--- config.mk ---
export PLATFORM = sky130hd
export DESIGN_NAME = mfs_ctrl
export DESIGN_NICKNAME = d
export VERILOG_FILES = /design/src/mfs_pkg.sv /design/src/mfs_ctrl.sv
export SDC_FILE = /design/constraint.sdc
export NUM_CORES = 1
export LEC_CHECK = 0
export BUFFER_PORTS_ARGS = -buffer_cell sky130_fd_sc_hd__buf_2
export CORE_MARGIN = 2
export CORE_UTILIZATION = 52
export DETAILED_ROUTE_END_ITERATION = 6
export GPL_ROUTABILITY_DRIVEN = 1
export PLACE_DENSITY = 0.93
export RECOVER_POWER = 50
export SYNTH_ARGS = -nofsm -noshare
export SYNTH_HDL_FRONTEND = slang
export SYNTH_SLANG_ARGS = --single-unit
--- constraint.sdc ---
create_clock -name i_clk -period 4.1 [get_ports i_clk]
set_clock_uncertainty 0.15 [all_clocks]
set_input_delay 0.205 -clock i_clk [delete_from_list [all_inputs] [get_ports i_clk]]
set_output_delay 0.205 -clock i_clk [all_outputs]
set_load 0.02 [all_outputs]
--- src/mfs_pkg.sv ---
`timescale 1ns / 1ps
`default_nettype none
package mfs_pkg;

    localparam int DEF_DOCS      = 1024;
    localparam int DEF_TERMS     = 1024;
    localparam int DEF_FEATURES  = 16;
    localparam int DEF_FRAC_BITS = 12;

    localparam int DW = 24;
    localparam logic [15:0] RATE_RESET = 16'd655;
    localparam logic [15:0] REG_RESET  = 16'd1311;

    typedef enum logic [1:0] {
        CMD_TRAIN     = 2'd0,
        CMD_PREDICT   = 2'd1,
        CMD_LOAD_DOC  = 2'd2,
        CMD_LOAD_TERM = 2'd3
    } t_cmd;

    typedef enum logic {
        CFG_RATE = 1'b0,
        CFG_REG  = 1'b1
    } t_cfg_idx;

    typedef enum logic [2:0] {
        ST_IDLE,
        ST_DOT,
        ST_RESID,
        ST_UPD,
        ST_WB,
        ST_OUT
    } t_state;

    // Commands from the controller to the datapath.
    typedef struct packed {
        logic capture;   // latch the input beat
        logic load_wr;   // write one element from the beat
        logic clr_acc;   // clear accumulator
        logic rd_en;     // read element at the feature counter
        logic mac_en;    // accumulate product of the read data
        logic resid;     // form prediction and residual
        logic upd_en;    // write back the updated element
        logic out_load;  // load output register
    } t_dp_cmd;

    function automatic logic signed [DW-1:0] sat24(input logic signed [63:0] x);
        logic signed [DW-1:0] r;
        if (x > 64'sd8388607) begin
            r = 24'sh7FFFFF;
        end else if (x < -64'sd8388608) begin
            r = 24'sh800000;
        end else begin
            r = x[DW-1:0];
        end
        return r;
    endfunction

endpackage
`default_nettype wire

--- src/mfs_ctrl.sv ---
`timescale 1ns / 1ps
`default_nettype none
module mfs_ctrl import mfs_pkg::*; #(
    parameter int FEATURES = DEF_FEATURES
) (
    input  wire      i_clk,
    input  wire      i_rst_n,
    input  wire      i_in_valid,
    input  wire [1:0] i_command,
    output logic     o_in_ready,
    input  wire      i_out_ready,
    output logic     o_out_valid,
    input  wire      i_positive,
    input  wire      i_feat_ok,
    output t_dp_cmd  o_cmd,
    output logic [$clog2(FEATURES+1)-1:0] o_feat,
    output logic     o_feat_d
);
    localparam int FCW = $clog2(FEATURES+1);
    localparam logic [FCW-1:0] LAST = FCW'(FEATURES);

    t_state r_state, n_state;
    logic [FCW-1:0] r_feat, n_feat;
    logic r_load, n_load;
    logic r_train, n_train;
    logic r_vld, n_vld;
    logic r_fd, n_fd;
    logic r_fd2, n_fd2;

    always_ff @(posedge i_clk) begin
        if (!i_rst_n) begin
            r_state <= ST_IDLE;
            r_feat  <= '0;
            r_load  <= 1'b0;
            r_train <= 1'b0;
            r_vld   <= 1'b0;
            r_fd    <= 1'b0;
            r_fd2   <= 1'b0;
        end else begin
            r_state <= n_state;
            r_feat  <= n_feat;
            r_load  <= n_load;
            r_train <= n_train;
            r_vld   <= n_vld;
            r_fd    <= n_fd;
            r_fd2   <= n_fd2;
        end
    end

    assign o_feat      = r_feat;
    assign o_feat_d    = r_fd;
    assign o_out_valid = r_vld;

    // Walk the features once for the dot product and, for a positive train beat, once for updates.
    always_comb begin
        n_state = r_state;
        n_feat  = r_feat;
        n_load  = 1'b0;
        n_train = r_train;
        n_fd    = 1'b0;
        n_fd2   = r_fd;
        n_vld   = r_vld && !i_out_ready;
        o_cmd   = '0;
        o_in_ready = 1'b0;
        // A pending load beat is written in the cycle after capture, if its feature index is in range.
        o_cmd.load_wr = r_load && i_feat_ok;
        case (r_state)
            ST_IDLE: begin
                // Hold off a new beat while a load is still being written.
                o_in_ready = !r_load;
                if (i_in_valid && !r_load) begin
                    o_cmd.capture = 1'b1;
                    if (i_command == CMD_LOAD_DOC || i_command == CMD_LOAD_TERM) begin
                        n_load = 1'b1;
                    end else begin
                        n_train = (i_command == CMD_TRAIN);
                        o_cmd.clr_acc = 1'b1;
                        n_feat  = '0;
                        n_state = ST_DOT;
                    end
                end
            end
            ST_DOT: begin
                o_cmd.mac_en = 1'b1;
                if (r_feat != LAST) begin
                    o_cmd.rd_en = 1'b1;
                    n_fd   = 1'b1;
                    n_feat = r_feat + 1'b1;
                end else begin
                    n_state = ST_RESID;
                end
            end
            ST_RESID: begin
                o_cmd.resid = 1'b1;
                n_feat = '0;
                n_state = (r_train && i_positive) ? ST_UPD : ST_OUT;
            end
            ST_UPD: begin
                // Read element k, form its gradients the cycle after, write
                // its new value the cycle after that.
                o_cmd.upd_en = r_fd2;
                if (r_feat != LAST) begin
                    o_cmd.rd_en = 1'b1;
                    n_fd   = 1'b1;
                    n_feat = r_feat + 1'b1;
                end else begin
                    n_state = ST_WB;
                end
            end
            ST_WB: begin
                // Write back the last element.
                o_cmd.upd_en = r_fd2;
                n_state = ST_OUT;
            end
            ST_OUT: begin
                if (!r_vld || i_out_ready) begin
                    o_cmd.out_load = 1'b1;
                    n_vld   = 1'b1;
                    n_state = ST_IDLE;
                end
            end
            default: n_state = ST_IDLE;
        endcase
    end
endmodule
`default_nettype wire

After elaboration in Yosys (flattened, before gate mapping)

Cells that the tools add are included.

Memories: 0
Bits in registers: 13
Bits in read-only memories: 0
Logic and storage cells: 68
Latch bits: 0
RAM bits: 0
Output and inout bits: 16

Div/mod/pow operators: 0
$add $sub $neg: 1
Shifts and indexed selects: 0
Eq/ne operators: 14
Bitwise logic cells: 1
Multiplexer cells: 27
$mul: 0
Magnitude comparators: 0
Reduce and logical (&&, ||, !) cells: 18

Operators by type and width:

| cell                                           | number |
|---|---|
| two-way mux 3 bit                              | 6 |
| one-hot mux 3 bit (6 select lines)             | 1 |
| two-way mux 1 bit                              | 16 |
| two-way mux 5 bit                              | 3 |
| one-hot mux 5 bit (3 select lines)             | 1 |
| != test 2 bit (second input constant)          | 5 |
| == test 3 x 2 -> 1 bit (second input constant) | 2 |
| == test 3 bit (second input constant)          | 2 |
| AND reduction 3 bit                            | 2 |
| adder 5 x 1 -> 5 bit (second input constant)   | 1 |
| != test 5 bit (second input constant)          | 1 |
| AND reduction 5 bit                            | 1 |
| == test 2 bit (second input constant)          | 2 |
| logical AND 1 bit                              | 4 |
| AND reduction 4 bit                            | 1 |
| OR reduction 2 bit                             | 2 |
| == test 3 x 1 -> 1 bit (second input constant) | 1 |
| zero test 1 bit                                | 3 |
| zero test 3 bit                                | 1 |
| nonzero test 3 bit                             | 1 |
| zero test 2 bit                                | 1 |
| logical OR 1 bit                               | 2 |
| != test 2 x 1 -> 1 bit (second input constant) | 1 |
| inverter 1 bit                                 | 1 |

Depth between registers and ports, before layout

Depth in word-level cells: 5
Depth in mapped cells: 6

Worst setup path after synthesis

No wires, ideal clock.

Path type: reg2reg
From: register r_feat[0], in the netlist o_feat[0]
To: register r_feat[1], in the netlist o_feat[1]
Slack: 2.432 ns
Buffers on the path: 0
Arrival time: 1.396 ns
Setup time: 0.122 ns
Stages on the path, launching flop included: 7
Cells stage by stage: dfxtp_1 > inv_1 > ha_1 > and4bb_4 > and2_2 > o21ai_0 > a21boi_1

Longest elaborated chain between the ends: 3
Elaborated cells between the ends (all ways): 6

RTL lines:

| what                                                                      | RTL line       | text |
|---|---|---|
| start, declared                                                           | mfs_ctrl.sv:23 | `logic [FCW-1:0] r_feat, n_feat;` |
| start signal, assigned                                                    | mfs_ctrl.sv:41 | `r_feat <= n_feat;` |
| adder 5 x 1 -> 5 bit or != test 5 bit (tied branches)                     | --             |  |
| two-way mux 5 bit or != test 2 x 1 -> 1 bit (tied branches)               | --             |  |
| one-hot mux 5 bit (3 select lines) or AND reduction 4 bit (tied branches) | --             |  |

Several ways; a longest one is shown, not always the timed one. The select of a mux whose other input is x is not followed.
A chain may end at the register's enable or synchronous reset.

==> flow_summary_export.csv <==
group,metric,value,unit
setup_path,critPathArrivalTime,1830,ps
setup_path,crit_type,"reg2out",
logic_synthesis,syn_avg_cell_area,8.80,um^2
cells_and_area,final_area,865,um^2
die,pin_count,24,
global_route,grtUsageTotal,20.1,%
timing,finalHoldViolCount,0,
logic_synthesis,async_flop_share,0,%
pwr,vdd_drop_max,0.148,mV
clocking,insertion_delay,280,ps
die,coreArea,1350,um^2
pwr,p_total,257,uW
clocking,cts_buffers,3,
die,die_w,42.6,um
setup_path,cp_max_fo,8,
timing,finalSetupViolCount,0,
detailed_routing,drt-wirelength-per-cell,12.8,um
cells_and_area,layout_commonest_cell,"buf_2",
setup_path,critPathBufInv,2,
timing,relSlewSlack,71.8,%
setup_path,cp_slowest_cell,"dfxtp_1",
clocking,cts_tree,"built",
logic_synthesis,synth_area,774,um^2
timing,finalCriticalPeriod,2180,ps
timing,rsz0062_at_grt,"false",
cells_and_area,nFillCells,118,
clocking,cts_sinks,13,
setup_path,critPathMaxStageDelay,470,ps
clocking,clock_path_buffers,2,
clocking,clk_pin_slew,80,ps
timing,slew_viol_final,0,
die,start_util,57.4,%
global_route,grt_pass1_wl,2720,um
place,place_area,865,um^2
detailed_routing,drt_iter0_markers,15,
outcome,status,"finished, final reports clean",
global_route,antenna_found_initial,0,
cells_and_area,nets,121,
logic_synthesis,ys_seq_area_share,33.6,%
place,hpwlAfterDp,1160,um
detailed_routing,drt-pass1-iter-count,4,
setup_path,crit_family,"simple AND/OR/NAND/NOR gates",
timing,worst_pin_slew,422,ps
die,rows,13,
detailed_routing,drtAntennaViolNets,0,
detailed_routing,drc,0,
die,fp.dieArea,1810,um^2
logic_synthesis,yosys_warnings,0,
logic_synthesis,synth_fp_nets,98,
clocking,cts_hold_buffers,0,
logic_synthesis,synth_flop_cell,"dfxtp_1",
detailed_routing,drt-total-wl,1600,um
global_route,grt_pass1_vias,625,
setup_path,worstPathCellList,"inv_1 -> ha_1 -> and4bb_1 -> nor2_1 -> buf_2",
setup_path,cp.required,3740,ps
timing,post-route-period-util,53.2,%
setup_path,critPathLaunchType,"flip-flop",
global_route,overflow,0,
logic_synthesis,syn-instance-count,88,
clocking,cts_resized,0,
hold_path,min_path_type,"in2reg",
clocking,htreeDepth,1,
global_route,grt_max_degree,15,
cells_and_area,n_antenna_cell,0,
place,routabilityCongestion,0.774,
cells_and_area,areaGrowthSynthToFinish,11.6,%
logic_synthesis,yosysUniqueCellTypes,39,
run,maxCapViolCount,0,
cells_and_area,final_cell_mix,"buf_2, dfxtp_1, nor2_1",
clocking,cts-root-buf,"clkbuf_4",
logic_synthesis,synth_edf_count,0,
die,die_y,42.6,um
clocking,cts_setup_buffers,0,
pwr,p_leak,0.000384,uW
detailed_routing,vias,710,
pwr,power_density,297,nW/um^2
place,numPortBuffers,23,
setup_path,cp-end-kind,"output port",
cells_and_area,drive_gt1_share,21.8,%
logic_synthesis,ys_ff_latch,13,
timing,tns,0,ps
timing,max_freq,459,MHz
detailed_routing,via_per_inst,5.68,
==> per-layer routing <==
layer	global-route usage, %	part of all wire (%)
met5	0	0
met3	3.88	6.3
met4	13.8	2.3
met2	31.1	47
met1	24.8	44
==> registers in the layout, indices dropped and copies added (netlist names) <==
| name | cells |
|---|---|
| r_fd2 | 1 |
| r_state | 3 |
| o_feat | 5 |
| o_out_valid | 1 |
| r_load | 1 |
| o_feat_d | 1 |
| r_train | 1 |
==> power breakdown <==
group	internal [uW]	leakage, uW	total (uW)	switching [uW]
Sequential	130	0.000105	136	5.75
Clock	37.9	0.0000150	82.0	44.1
Combinational	16.0	0.000264	39.0	23.0
==> worst register-to-register path, delay by kind of cell, from the launching register on <==
family	cells	cell delay [ps]
and+or+nand+nor	2	570
DFF	1	470
AOI/OAI and AO/OA	2	290
adders and majority gates	1	190
buffers and inverters	1	80
==> final timing paths <==
| path | start | end | slack, ps | depth (start not counted) |
|---|---|---|---|---|
| min | i_command[1] | r_load | 10 | 2 |
| min reg2reg | o_feat_d | r_fd2 | 310 | 1 |
| max reg2reg | o_feat[0] | r_state[2] | 2250 | 6 |
| max | o_feat[0] | o_cmd[4] | 1920 | 5 |
==> stage by stage <==
stage	worst slack [ps]	hold WS [ps]	instances	utilization (%)
global route	1820	24.7	125	64.0
finish	1920	9.80	125	64.0
floorplan	2430	197	88	-
CTS	2160	12.7	125	66.0
global placement	2510	288	121	64.0
detailed placement	2380	294	121	64.0
==> cell usage after synthesis, drive strengths merged (3+ instances only) <==
master	instances	area share, %
buf	3	3.4
a21boi	5	4.8
nor2	10	5.8
and2	5	4.5
nand3b	3	2.9
nand2	5	2.4
o21ai	4	2.6
inv	3	1.5
nand3	3	1.9
dfxtp	13	34
a21oi	3	1.9
nor3b	5	5.5
==> area by class of cell <==
cell class	instances	area (um^2)	share of cell area (%)
flip-flops and latches	13	260	30.1
well taps	15	18.8	2.17
clock buffers	4	26.3	3.04
repair buffers	23	105	12.2
multi-input cells	67	443	51.2
inverters	3	11.3	1.30
==> cell families (layout without fill, tap and decap cells) <==
group | after synthesis | after routing | share of synthesized area [%]
xor gates and xnor gates | 2 | 2 | 3.23
DFF | 13 | 13 | 33.6
AOI/OAI and AO/OA | 20 | 20 | 17.6
adders and majority gates | 2 | 2 | 3.23
buffers and inverters | 8 | 30 | 7.11
and+or+nand+nor | 43 | 43 | 35.2
No activity file was read; power rests on OpenSTA's default activity.
